[config.mk]
export PLATFORM = sky130hd
export DESIGN_NAME = two_rule_fuzzy_state_feedback_core
export DESIGN_NICKNAME = d
export VERILOG_FILES = /design/src/hdl/trfsf_pkg.sv /design/src/hdl/trfsf_div25.sv /design/src/hdl/two_rule_fuzzy_state_feedback_core.sv
export SDC_FILE = /design/constraint.sdc
export NUM_CORES = 2
export LEC_CHECK = 0
export BUFFER_PORTS_ARGS = -buffer_cell sky130_fd_sc_hd__buf_2
export CORE_MARGIN = 3
export CORE_UTILIZATION = 42
export CTS_BUF_LIST = sky130_fd_sc_hd__clkbuf_4
export DETAILED_ROUTE_END_ITERATION = 8
export GPL_TIMING_DRIVEN = 0
export PLACE_DENSITY = 0.68
export REMOVE_ABC_BUFFERS = 1
export SYNTH_ARGS = -nofsm -noshare
export SYNTH_HDL_FRONTEND = slang
export SYNTH_HIERARCHICAL = 1
export SYNTH_SLANG_ARGS = --single-unit
[constraint.sdc]
create_clock -name clock -period 19.05 [get_ports clock]
set_input_delay 2.8575 -clock clock [delete_from_list [all_inputs] [get_ports clock]]
set_output_delay 2.8575 -clock clock [all_outputs]
set_load 0.01 [all_outputs]
[src/hdl/trfsf_pkg.sv]
// Shared constants and types for the two-rule fuzzy state-feedback core.
// No dependencies; used by trfsf_div25 and two_rule_fuzzy_state_feedback_core.
package trfsf_pkg;

   localparam int GAIN_W     = 24;
   localparam int HOLD_W     = 16;
   localparam int DRV_W      = 40;
   localparam int WB_W       = 18;
   localparam int LAW_SHIFT  = 12;
   localparam int LAW_HALF   = 2048;
   localparam int SPAN       = 204800;
   localparam int SPAN_HALF  = 102400;
   localparam int SPAN_SHIFT = 13;
   localparam int DIV_TAIL   = 25;
   localparam int BP_M30     = -122880;
   localparam int BP_M20     = -81920;
   localparam int BP_P30     = 122880;
   localparam int BP_P40     = 163840;

   localparam logic signed [GAIN_W-1:0] RST_GAIN_A0 = 24'sd75699;
   localparam logic signed [GAIN_W-1:0] RST_GAIN_A1 = 24'sd35123;
   localparam logic signed [GAIN_W-1:0] RST_GAIN_A2 = 24'sd2074;
   localparam logic signed [GAIN_W-1:0] RST_GAIN_B0 = 24'sd113690;
   localparam logic signed [GAIN_W-1:0] RST_GAIN_B1 = 24'sd52429;
   localparam logic signed [GAIN_W-1:0] RST_GAIN_B2 = -24'sd3251;
   localparam logic [HOLD_W-1:0]        RST_HOLD    = 16'd1000;

   localparam logic signed [DRV_W-1:0] DRV_MAX = {1'b0, {(DRV_W-1){1'b1}}};
   localparam logic signed [DRV_W-1:0] DRV_MIN = {1'b1, {(DRV_W-1){1'b0}}};

   typedef enum logic [2:0] {
      REG_GAIN_A0  = 3'd0,
      REG_GAIN_A1  = 3'd1,
      REG_GAIN_A2  = 3'd2,
      REG_GAIN_B0  = 3'd3,
      REG_GAIN_B1  = 3'd4,
      REG_GAIN_B2  = 3'd5,
      REG_HOLD_OFF = 3'd6
   } reg_index_type;

   typedef struct packed {
      logic saturated;
      logic no_membership;
      logic holding;
   } flags_type;

endpackage

[src/hdl/trfsf_div25.sv]
// Bit-serial restoring divider: floor division of a signed value by DIV_TAIL.
// Depends on trfsf_pkg.
module trfsf_div25 #(
   parameter int WIDTH = 46
) (
   input  logic                    clock,
   input  logic                    reset,
   input  logic                    start,
   input  logic signed [WIDTH-1:0] numer,
   output logic                    done,
   output logic signed [WIDTH:0]   quot
);
   import trfsf_pkg::*;

   localparam int QW  = WIDTH + 1;
   localparam int CNW = $clog2(QW + 1);

   logic                 busy_ff, busy_in;
   logic                 done_ff, done_in;
   logic                 neg_ff, neg_in;
   logic [QW-1:0]        q_ff, q_in;
   logic [4:0]           rem_ff, rem_in;
   logic [CNW-1:0]       cnt_ff, cnt_in;
   logic signed [QW-1:0] numer_x;
   logic [5:0]           trial;
   logic                 fits;

   assign numer_x = QW'(numer);
   assign trial   = {rem_ff, q_ff[QW-1]};
   assign fits    = trial >= 6'(DIV_TAIL);

   always_comb begin
      busy_in = busy_ff;
      done_in = 1'b0;
      neg_in  = neg_ff;
      q_in    = q_ff;
      rem_in  = rem_ff;
      cnt_in  = cnt_ff;
      if (start) begin
         busy_in = 1'b1;
         neg_in  = numer[WIDTH-1];
         q_in    = numer[WIDTH-1] ? QW'(-numer_x + QW'(DIV_TAIL - 1)) : QW'(numer_x);
         rem_in  = '0;
         cnt_in  = '0;
      end else if (busy_ff) begin
         rem_in = fits ? 5'(trial - 6'(DIV_TAIL)) : trial[4:0];
         q_in   = {q_ff[QW-2:0], fits};
         cnt_in = cnt_ff + 1'b1;
         if (cnt_ff == CNW'(QW - 1)) begin
            busy_in = 1'b0;
            done_in = 1'b1;
         end
      end
   end

   always_ff @(posedge clock) begin
      if (reset) begin
         busy_ff <= 1'b0;
         done_ff <= 1'b0;
      end else begin
         busy_ff <= busy_in;
         done_ff <= done_in;
      end
      neg_ff <= neg_in;
      q_ff   <= q_in;
      rem_ff <= rem_in;
      cnt_ff <= cnt_in;
   end

   assign done = done_ff;
   assign quot = neg_ff ? -$signed(q_ff) : $signed(q_ff);

endmodule

[src/hdl/two_rule_fuzzy_state_feedback_core.sv]
// Top level of the two-rule fuzzy state-feedback core: bit-serial dot products,
// serial blend multiply and divide, hold-off counter. Uses trfsf_pkg, trfsf_div25.
//
//   channel  dir  handshake               payload
//   req_     in   req_tvalid/req_tready   tdata: state_x, state_y, state_z
//   rsp_     out  rsp_tvalid/rsp_tready   tdata: drive; tuser: flags
//   csr_     in   csr_valid/csr_ready     csr_index, csr_wdata
//
// One item at a time. A computed sample passes through the MSB-first
// multiply-accumulate over the state bits, the 18-step weight multiply and the
// restoring divide. Hold-off and empty-membership samples go straight to the result stage.
// Reset is synchronous; it loads the register defaults and clears the sample count.
// A waiting result does not stop the next transfer in; the core stalls only at the
// end of a sample while the previous result is still untaken.
module two_rule_fuzzy_state_feedback_core #(
   parameter int STATE_WIDTH = 24,
   parameter int COUNT_WIDTH = 16
) (
   input  logic                                           clock,
   input  logic                                           reset,
   input  logic                                           req_tvalid,
   output logic                                           req_tready,
   // state_x, state_y, state_z from bit 0 up, zero padded to bytes
   input  logic [((3*STATE_WIDTH+7)/8)*8-1:0]             req_tdata,
   output logic                                           rsp_tvalid,
   input  logic                                           rsp_tready,
   // drive
   output logic [trfsf_pkg::DRV_W-1:0]                    rsp_tdata,
   // holding, no_membership, saturated from bit 0 up
   output trfsf_pkg::flags_type                           rsp_tuser,
   input  logic                                           csr_valid,
   output logic                                           csr_ready,
   input  logic [2:0]                                     csr_index,
   input  logic [trfsf_pkg::GAIN_W-1:0]                   csr_wdata
);
   import trfsf_pkg::*;

   localparam int SW  = STATE_WIDTH;
   localparam int CW  = COUNT_WIDTH;
   localparam int AW  = GAIN_W + SW + 2;
   localparam int LW  = AW + 1 - LAW_SHIFT;
   localparam int DW  = LW + 1;
   localparam int NW  = DW + WB_W + 1;
   localparam int MW  = NW - SPAN_SHIFT;
   localparam int FW  = MW + 2;
   localparam int XW  = (FW > DRV_W) ? FW : DRV_W;
   localparam int BW  = ((SW > 18) ? SW : 18) + 2;
   localparam int HW  = (CW > HOLD_W) ? CW : HOLD_W;
   localparam int KW  = $clog2((SW > WB_W) ? SW : WB_W);

   typedef enum logic [2:0] {
      S_IDLE, S_DOT, S_LAW, S_MUL, S_DIVGO, S_DIV, S_FIN
   } state_type;

   state_type                 state_ff, state_in;
   logic signed [GAIN_W-1:0]  gain_ff [6];
   logic [HOLD_W-1:0]         hold_ff;
   logic [CW-1:0]             count_ff, count_in;
   logic [KW-1:0]             cnt_ff, cnt_in;
   logic [SW-1:0]             sx_ff, sx_in, sy_ff, sy_in, sz_ff, sz_in;
   logic [WB_W-1:0]           wb_ff, wb_in;
   logic signed [AW-1:0]      acca_ff, acca_in, accb_ff, accb_in;
   logic signed [LW-1:0]      ua_ff, ua_in;
   logic signed [DW-1:0]      d_ff, d_in;
   logic signed [NW-1:0]      p_ff, p_in;
   logic [DRV_W-1:0]          st_drive_ff, st_drive_in;
   flags_type                 st_flags_ff, st_flags_in;
   logic                      rsp_valid_ff, rsp_valid_in;
   logic [DRV_W-1:0]          rsp_drive_ff, rsp_drive_in;
   flags_type                 rsp_flags_ff, rsp_flags_in;

   logic signed [SW-1:0]      in_x;
   logic signed [BW-1:0]      x_ext;
   logic                      in_hold, in_empty;
   logic [WB_W-1:0]           in_wb;
   logic signed [AW-1:0]      ta, tb;
   logic signed [AW:0]        na, nb;
   logic signed [LW-1:0]      ua, ub;
   logic signed [NW-1:0]      n_round;
   logic signed [MW-1:0]      div_numer;
   logic                      div_start, div_done;
   logic signed [MW:0]        div_quot;
   logic signed [XW-1:0]      sum_x;
   logic                      over_hi, over_lo;

   assign req_tready = (state_ff == S_IDLE);
   assign csr_ready  = 1'b1;
   assign rsp_tvalid = rsp_valid_ff;
   assign rsp_tdata  = rsp_drive_ff;
   assign rsp_tuser  = rsp_flags_ff;

   // membership decode at the input transfer
   assign in_x     = $signed(req_tdata[SW-1:0]);
   assign x_ext    = BW'(in_x);
   assign in_hold  = HW'(count_ff) < HW'(hold_ff);
   assign in_empty = (x_ext < BW'(BP_M30)) || (x_ext > BW'(BP_P40));
   always_comb begin
      if (x_ext >= BW'(BP_M20) && x_ext < BW'(BP_P30)) begin
         in_wb = WB_W'(x_ext - BW'(BP_M20));
      end else if (x_ext >= BW'(BP_P30)) begin
         in_wb = WB_W'(SPAN);
      end else begin
         in_wb = '0;
      end
   end

   // MSB-first multiply-accumulate terms
   assign ta = (sx_ff[SW-1] ? AW'(gain_ff[0]) : '0) + (sy_ff[SW-1] ? AW'(gain_ff[1]) : '0)
             + (sz_ff[SW-1] ? AW'(gain_ff[2]) : '0);
   assign tb = (sx_ff[SW-1] ? AW'(gain_ff[3]) : '0) + (sy_ff[SW-1] ? AW'(gain_ff[4]) : '0)
             + (sz_ff[SW-1] ? AW'(gain_ff[5]) : '0);

   assign na = -(AW+1)'(acca_ff) + (AW+1)'(LAW_HALF);
   assign nb = -(AW+1)'(accb_ff) + (AW+1)'(LAW_HALF);
   assign ua = na[AW:LAW_SHIFT];
   assign ub = nb[AW:LAW_SHIFT];

   assign n_round   = p_ff + NW'(SPAN_HALF);
   assign div_numer = n_round[NW-1:SPAN_SHIFT];
   assign div_start = (state_ff == S_DIVGO);

   assign sum_x   = XW'(FW'(ua_ff) + FW'(div_quot));
   assign over_hi = sum_x > XW'(DRV_MAX);
   assign over_lo = sum_x < XW'(DRV_MIN);

   trfsf_div25 #(.WIDTH(MW)) u_div (
      .clock (clock),
      .reset (reset),
      .start (div_start),
      .numer (div_numer),
      .done  (div_done),
      .quot  (div_quot)
   );

   always_comb begin
      state_in     = state_ff;
      count_in     = count_ff;
      cnt_in       = cnt_ff;
      sx_in        = sx_ff;
      sy_in        = sy_ff;
      sz_in        = sz_ff;
      wb_in        = wb_ff;
      acca_in      = acca_ff;
      accb_in      = accb_ff;
      ua_in        = ua_ff;
      d_in         = d_ff;
      p_in         = p_ff;
      st_drive_in  = st_drive_ff;
      st_flags_in  = st_flags_ff;
      rsp_valid_in = rsp_valid_ff && !rsp_tready;
      rsp_drive_in = rsp_drive_ff;
      rsp_flags_in = rsp_flags_ff;
      case (state_ff)
         S_IDLE: begin
            if (req_tvalid) begin
               if (count_ff != {CW{1'b1}}) begin
                  count_in = count_ff + 1'b1;
               end
               sx_in       = req_tdata[SW-1:0];
               sy_in       = req_tdata[2*SW-1:SW];
               sz_in       = req_tdata[3*SW-1:2*SW];
               wb_in       = in_wb;
               cnt_in      = '0;
               st_drive_in = '0;
               st_flags_in = '{saturated: 1'b0, no_membership: !in_hold && in_empty,
                               holding: in_hold};
               state_in    = (in_hold || in_empty) ? S_FIN : S_DOT;
            end
         end
         S_DOT: begin
            acca_in = (cnt_ff == '0) ? -ta : (acca_ff <<< 1) + ta;
            accb_in = (cnt_ff == '0) ? -tb : (accb_ff <<< 1) + tb;
            sx_in   = sx_ff << 1;
            sy_in   = sy_ff << 1;
            sz_in   = sz_ff << 1;
            cnt_in  = cnt_ff + 1'b1;
            if (cnt_ff == KW'(SW - 1)) begin
               state_in = S_LAW;
            end
         end
         S_LAW: begin
            ua_in    = ua;
            d_in     = DW'(ub) - DW'(ua);
            p_in     = '0;
            cnt_in   = '0;
            state_in = S_MUL;
         end
         S_MUL: begin
            p_in   = (p_ff <<< 1) + (wb_ff[WB_W-1] ? NW'(d_ff) : '0);
            wb_in  = wb_ff << 1;
            cnt_in = cnt_ff + 1'b1;
            if (cnt_ff == KW'(WB_W - 1)) begin
               state_in = S_DIVGO;
            end
         end
         S_DIVGO: begin
            state_in = S_DIV;
         end
         S_DIV: begin
            if (div_done) begin
               st_drive_in = over_hi ? DRV_MAX : (over_lo ? DRV_MIN : sum_x[DRV_W-1:0]);
               st_flags_in = '{saturated: over_hi || over_lo, no_membership: 1'b0,
                               holding: 1'b0};
               state_in    = S_FIN;
            end
         end
         S_FIN: begin
            if (!rsp_valid_ff || rsp_tready) begin
               rsp_valid_in = 1'b1;
               rsp_drive_in = st_drive_ff;
               rsp_flags_in = st_flags_ff;
               state_in     = S_IDLE;
            end
         end
         default: begin
            state_in = S_IDLE;
         end
      endcase
   end

   always_ff @(posedge clock) begin
      if (reset) begin
         state_ff     <= S_IDLE;
         count_ff     <= '0;
         rsp_valid_ff <= 1'b0;
         gain_ff[0]   <= RST_GAIN_A0;
         gain_ff[1]   <= RST_GAIN_A1;
         gain_ff[2]   <= RST_GAIN_A2;
         gain_ff[3]   <= RST_GAIN_B0;
         gain_ff[4]   <= RST_GAIN_B1;
         gain_ff[5]   <= RST_GAIN_B2;
         hold_ff      <= RST_HOLD;
      end else begin
         state_ff     <= state_in;
         count_ff     <= count_in;
         rsp_valid_ff <= rsp_valid_in;
         if (csr_valid) begin
            case (reg_index_type'(csr_index))
               REG_GAIN_A0:  gain_ff[0] <= csr_wdata;
               REG_GAIN_A1:  gain_ff[1] <= csr_wdata;
               REG_GAIN_A2:  gain_ff[2] <= csr_wdata;
               REG_GAIN_B0:  gain_ff[3] <= csr_wdata;
               REG_GAIN_B1:  gain_ff[4] <= csr_wdata;
               REG_GAIN_B2:  gain_ff[5] <= csr_wdata;
               REG_HOLD_OFF: hold_ff    <= csr_wdata[HOLD_W-1:0];
               default: ;
            endcase
         end
      end
      cnt_ff       <= cnt_in;
      sx_ff        <= sx_in;
      sy_ff        <= sy_in;
      sz_ff        <= sz_in;
      wb_ff        <= wb_in;
      acca_ff      <= acca_in;
      accb_ff      <= accb_in;
      ua_ff        <= ua_in;
      d_ff         <= d_in;
      p_ff         <= p_in;
      st_drive_ff  <= st_drive_in;
      st_flags_ff  <= st_flags_in;
      rsp_drive_ff <= rsp_drive_in;
      rsp_flags_ff <= rsp_flags_in;
   end

endmodule

[Word-level counts from Yosys, hierarchy flattened]
Memories as Yosys holds them, arrays and structs flattened.
Cells that the tools add are included.
Storage, ports and cells
  logic and storage cells: 199
  memories: 1
  output and inout port bits: 46
  register bits: 516
  bits of input ports: 104
  memory bits (writable): 144
Operators by class
  add/sub/neg operators: 24
  bitwise logic cells: 7
  muxes and demuxes: 80
  reductions and logical operators: 29
  order comparisons: 9
  eq/ne operators: 21
Memories
  gain_ff: words 6, width 24, read ports 6, clocked after Yosys merged registers in 0, write ports 6, line two_rule_fuzzy_state_feedback_core.sv:56  | logic signed [GAIN_W-1:0] gain_ff [6];
Operators by type and width (count)
  $mux W50: 8
  $add A50 B50 Y50: 6
  $mux W24: 9
  $mux W47: 4
  $mux W40: 4
  $pmux W24 S2: 3
  $pmux W59 S2: 1
  $add A51 B13 Y51 const B: 2
  $neg A50 Y51: 2
  $neg A50 Y50: 2
  $pmux W40 S2: 1
  $add A59 B18 Y59 const B: 1
  $add A59 B59 Y59: 1
  $mux W59: 1
  $mux W18: 3
  $add A39 B47 Y48: 1
  $ge A24 B18 Y1 const B: 2
  $gt A48 B40 Y1 const B: 1
  $lt A24 B18 Y1 const B: 2
  $lt A48 B40 Y1 const B: 1
  $add A47 B6 Y47 const B: 1
  $neg A46 Y47: 1
  $neg A47 Y47: 1
  $sub A39 B39 Y40: 1
  other kinds (37): 111

[Longest topological paths before layout]
  word-level depth: 8
  gate-level depth with buffers: 31
  depth with buffers taken out: 28

[Cells and area by module]
The synthesis kept the hierarchy.
By module, submodules not included
  two_rule_fuzzy_state_feedback_core: cells an instance 4323, times used 1, area each 42453.2 µm², seq. area each 17626.9 µm²
  trfsf_div25: cells an instance 534, times used 1, area each 4783.3 µm², seq. area each 1701.6 µm²

[Least setup slack after synthesis]
OpenSTA, ideal clock, no wires.
  path kind: register to register
  start point: register sy_ff[23]
  end point: register acca_ff[46] (data pin)
  path slack: 12.353 ns
  library setup time: 0.270 ns
  required time: 18.780 ns
  stages on the path, launching flop included: 29
  arrival: 6.427 ns
  path buffers: 2
  clock period less this slack: 6.697 ns
  cells stage by stage: edfxtp_1 clkbuf_1 buf_1 nand2_1 fa_1 inv_1 ha_1 or4_1 a211oi_1 o31a_1 o21ai_0 o41a_1 nand3_1 nand3b_1 a21o_1 o21ai_0 ha_1 and3_1 a221o_1 a21oi_1 nor2b_1 nor2_1 a311oi_1 a221oi_1 o21ai_0 a311oi_1 o21ai_0 xnor2_1 o21ai_0
Between the ends
  word-level cells in the longest chain between the ends: 5
  elaborated cells on any way between the ends: 6
  those cells by class: add/sub (4); mux (2)
Ends and longest elaborated chain
  from (decl): line two_rule_fuzzy_state_feedback_core.sv:60  | logic [SW-1:0] sx_ff, sx_in, sy_ff, sy_in, sz_ff, sz_in;
  from (signal assigned): line two_rule_fuzzy_state_feedback_core.sv:252  | sy_ff <= sy_in;
  $mux W50 (*): line two_rule_fuzzy_state_feedback_core.sv:108  | assign ta = (sx_ff[SW-1] ? AW'(gain_ff[0]) : '0) + (sy_ff[SW-1] ? AW'(gain_ff[1]) : '0)
  $add A50 B50 Y50 (*): line two_rule_fuzzy_state_feedback_core.sv:108
  $add A50 B50 Y50 (*): line two_rule_fuzzy_state_feedback_core.sv:109  | + (sz_ff[SW-1] ? AW'(gain_ff[2]) : '0);
  $add A50 B50 Y50 / $neg A50 Y50 (equally long branches): line two_rule_fuzzy_state_feedback_core.sv:171  | acca_in = (cnt_ff == '0) ? -ta : (acca_ff <<< 1) + ta;
  $mux W50 (*): line two_rule_fuzzy_state_feedback_core.sv:171
  to (signal assigned): line two_rule_fuzzy_state_feedback_core.sv:255  | acca_ff <= acca_in;
  to (decl): line two_rule_fuzzy_state_feedback_core.sv:62  | logic signed [AW-1:0] acca_ff, acca_in, accb_ff, accb_in;
Every way passes the cells marked *; elsewhere a longest branch is shown, timed or not.
A chain may end at the register's enable or synchronous reset.

[Worst setup path in the final report]
  start point: register sx_ff[23]
  end point: register accb_ff[49] (data pin)
Between the ends
  word-level cells in the longest chain between the ends: 5
  elaborated cells on any way between the ends: 6
  those cells by class: add/sub (4); mux (2)
Ends and longest elaborated chain
  from (decl): line two_rule_fuzzy_state_feedback_core.sv:60
  from (signal assigned): line two_rule_fuzzy_state_feedback_core.sv:251  | sx_ff <= sx_in;
  $mux W50 (*): line two_rule_fuzzy_state_feedback_core.sv:110  | assign tb = (sx_ff[SW-1] ? AW'(gain_ff[3]) : '0) + (sy_ff[SW-1] ? AW'(gain_ff[4]) : '0)
  $add A50 B50 Y50 (*): line two_rule_fuzzy_state_feedback_core.sv:110
  $add A50 B50 Y50 (*): line two_rule_fuzzy_state_feedback_core.sv:111  | + (sz_ff[SW-1] ? AW'(gain_ff[5]) : '0);
  $add A50 B50 Y50 / $neg A50 Y50 (equally long branches): line two_rule_fuzzy_state_feedback_core.sv:172  | accb_in = (cnt_ff == '0) ? -tb : (accb_ff <<< 1) + tb;
  $mux W50 (*): line two_rule_fuzzy_state_feedback_core.sv:172
  to (signal assigned): line two_rule_fuzzy_state_feedback_core.sv:256  | accb_ff <= accb_in;
  to (decl): line two_rule_fuzzy_state_feedback_core.sv:62
Marked as above.

==> results.sh <==
export IMPL_remaining_drc_errors=0
export IMPL_fin_setup_tns_ns=0
export IMPL_slew_headroom=0.0148
export IMPL_holdBufCountCts=0
export IMPL_core_region_area_um2=111000
export IMPL_hold_path_class="flop to flop"
export IMPL_layout_commonest_cell="edfxtp_1"
export IMPL_worstMarginPinSlew_ns=1.48
export IMPL_ant_nets=0
export IMPL_period_share=0.470
export IMPL_ios=150
export IMPL_crit_arrival_ns=9.72
export IMPL_fin_nets=5554
export IMPL_syn_area_per_cell_um2=9.73
export IMPL_yosys_area_top_type_share=0.388
export IMPL_setup_viol=0
export IMPL_cts_tree="done"
export IMPL_dr_total_vias=37100
export IMPL_synth_edff_count=611
export IMPL_drv_cap=0
export IMPL_ys_top_cells_by_area="edfxtp_1 (39%), ha_1 (8.5%), xnor2_1 (5.2%), xor2_1 (3.8%), a21oi_1 (3.5%)"
export IMPL_cts_root_buf="clkbuf_4"
export IMPL_cp_start_kind="flop"
export IMPL_numCtsBuffers=183
export IMPL_finalCoreUtilization=0.473
export IMPL_port_buffers=148
export IMPL_end_kind="flop"
export IMPL_die_w_um=341
export IMPL_grt_pass1_vias=36300
export IMPL_place_congestion=0.922
export IMPL_grt_usage=0.197
export IMPL_gr_total_overflow=0
export IMPL_ys_warn_count=6
export IMPL_grt_max_degree=49
export IMPL_synth_cell_types=92
export IMPL_criticalPathCategory="flop to flop"
export IMPL_htreeDepth=4
export IMPL_syn_inst=4857
export IMPL_initialDrtViolationCount=2430
export IMPL_routedWlPerCell_um=17.3
export IMPL_dp_cells=6377
export IMPL_fp_row_count=122
export IMPL_synth_ff_type="edfxtp_1"
export IMPL_worstPathMaxFanout=24
export IMPL_rsz0062_at_grt="no"
export IMPL_cp_required_ns=19.81
export IMPL_clock_skew_ns=0.135
export IMPL_maxSlewViolCount=0
export IMPL_antenna_found_initial=11
export IMPL_viasPerCell=5.53
export IMPL_grt_pass1_wl_mm=187
export IMPL_cts_max_path_buffers=3
export IMPL_cts_resized=0
export IMPL_synth_area_leader_cell="edfxtp_1"
export IMPL_final_hold_violation_count=0
export IMPL_chipHeight_um=341
export IMPL_clk_latency_ns=1.11
export IMPL_first_pass_iters=6
export IMPL_final_cell_mix="edfxtp_1 (611), nand2_1 (414), nor2_1 (343)"
export IMPL_status="completed"
export IMPL_fmax_mhz=112
export IMPL_wl_mm=116
export IMPL_cts_setup_buffers=0
export IMPL_num_fill_cells=10500
export IMPL_synthArstFlopShare=0
export IMPL_ys_seq_area_frac=0.409
export IMPL_start_util=0.425
export IMPL_final_cells=6713
export IMPL_die_area_um2=117000
export IMPL_final_layout_size_suffix_gt1_frac=0.127
export IMPL_syn2layout_area_growth_pct=11.2
export IMPL_syn_cell_area_um2=47200
export IMPL_ys_ff_latch=660
export IMPL_dp_hpwl_mm=87.6
export IMPL_finalCriticalPeriod_ns=8.96
export IMPL_clock_sinks=660
export IMPL_r2r_setup_slack_ns=10.09
export IMPL_path_clk_slew_ns=0.07
==> sequential cells by signal (all words and copies together), names as in the netlist, 18 cells and up <==
| signal | flops |
|---|---|
| gain_ff | 144 |
| p_ff | 59 |
| acca_ff | 50 |
| accb_ff | 50 |
| u_div/q_ff | 47 |
| d_ff | 40 |
| rsp_tdata | 40 |
| st_drive_ff | 40 |
| ua_ff | 39 |
| sx_ff | 24 |
| sy_ff | 24 |
| sz_ff | 24 |
| wb_ff | 18 |
==> cell families (layout without fill, tap and decap cells) <==
family / count (synthesis) / after routing / synth area share
multiplexers: 72 / 72 / 0.0171
AND/OR/NAND/NOR: 1623 / 1623 / 0.175
adder cells (fa/ha/maj): 375 / 375 / 0.108
flip-flops: 660 / 660 / 0.409
XOR/XNOR: 484 / 484 / 0.0897
buffers and inverters: 432 / 793 / 0.0355
AO/OA/AOI/OAI: 1210 / 1210 / 0.165
other: 1 / 8 / 0.0000794
==> stage by stage <==
| step | hold WS, ns | setup WS (ns) | cell area [um^2] |
|---|---|---|---|
| floorplan | 0.400 | 9.88 | 46600 |
| global placement | 0.404 | 2.55 | 49200 |
| detailed placement | 0.405 | 10.27 | 50100 |
| CTS | 0.387 | 10.26 | 52500 |
| global route | 0.391 | 9.74 | 52500 |
| finish | 0.395 | 10.09 | 52500 |
==> path summary, 6_finish.rpt <==
path | from | end | cells after the start
worst min register to register | st_drive_ff[14] | rsp_tdata[14] | 0
worst max-delay path | sx_ff[23] | accb_ff[49] | 24
worst max register to register | sx_ff[23] | accb_ff[49] | 24
worst min-delay path | st_drive_ff[14] | rsp_tdata[14] | 0
==> worst max-delay path, stage by stage (launching register included) <==
cell,delay (ns)
edfxtp_1,0.76
buf_16,0.25
nand2_1,0.10
fa_1,0.61
inv_1,0.06
ha_1,0.29
a21o_1,0.18
a21o_1,0.21
a2111oi_0,0.78
nor3b_1,0.25
or4_1,0.61
a31oi_1,0.26
a21oi_1,0.45
xor2_1,0.34
ha_1,0.50
and3_1,0.23
nand2_1,0.10
a2111oi_0,0.88
o31ai_1,0.29
a21oi_1,0.34
a41oi_1,0.26
nor2b_1,0.25
o311ai_0,0.49
xnor2_1,0.17
o21ai_0,0.08
==> Yosys cell counts, drive strengths merged (26+ instances only) <==
library cell / n
nand2b: 101
o21ai: 297
inv: 266
a21o: 142
nand3: 106
dfxtp: 49
mux2: 68
nor3: 78
o41ai: 26
xor2: 206
o21a: 47
or4: 29
or2: 31
fa: 55
and2: 155
xnor2: 278
edfxtp: 611
a211oi: 26
nor4: 55
a21oi: 332
nor2: 349
ha: 320
o21bai: 43
and3: 44
nand2: 415
clkbuf: 148
a31oi: 40
or3: 76
nor2b: 65
nand4: 65
o31ai: 49
==> cell type report <==
cell class                      instances  area, um^2  share of cell area
Clock inverter                         65         454             0.00864
Timing Repair Buffer                  199        1550              0.0295
Antenna cell                            7        17.5            0.000333
Tap cell                             1488        1860              0.0354
Multi-Input combinational cell       3765       26400               0.502
Inverter                              266         998              0.0190
Clock buffer                          263        1970              0.0376
Sequential cell                       660       19300               0.368
==> routing by layer <==
metal	global-route usage	wire [um]	up-vias
met4	0.0771	3830	4
met5	0	33	-
met2	0.332	55100	1006
met3	0.0368	6820	229
li1	-	-	18300
met1	0.249	50400	17600
Power is left out: the tool's default activity adds up to more than one toggle a clock period on the data nets, which glitch-free logic cannot reach.
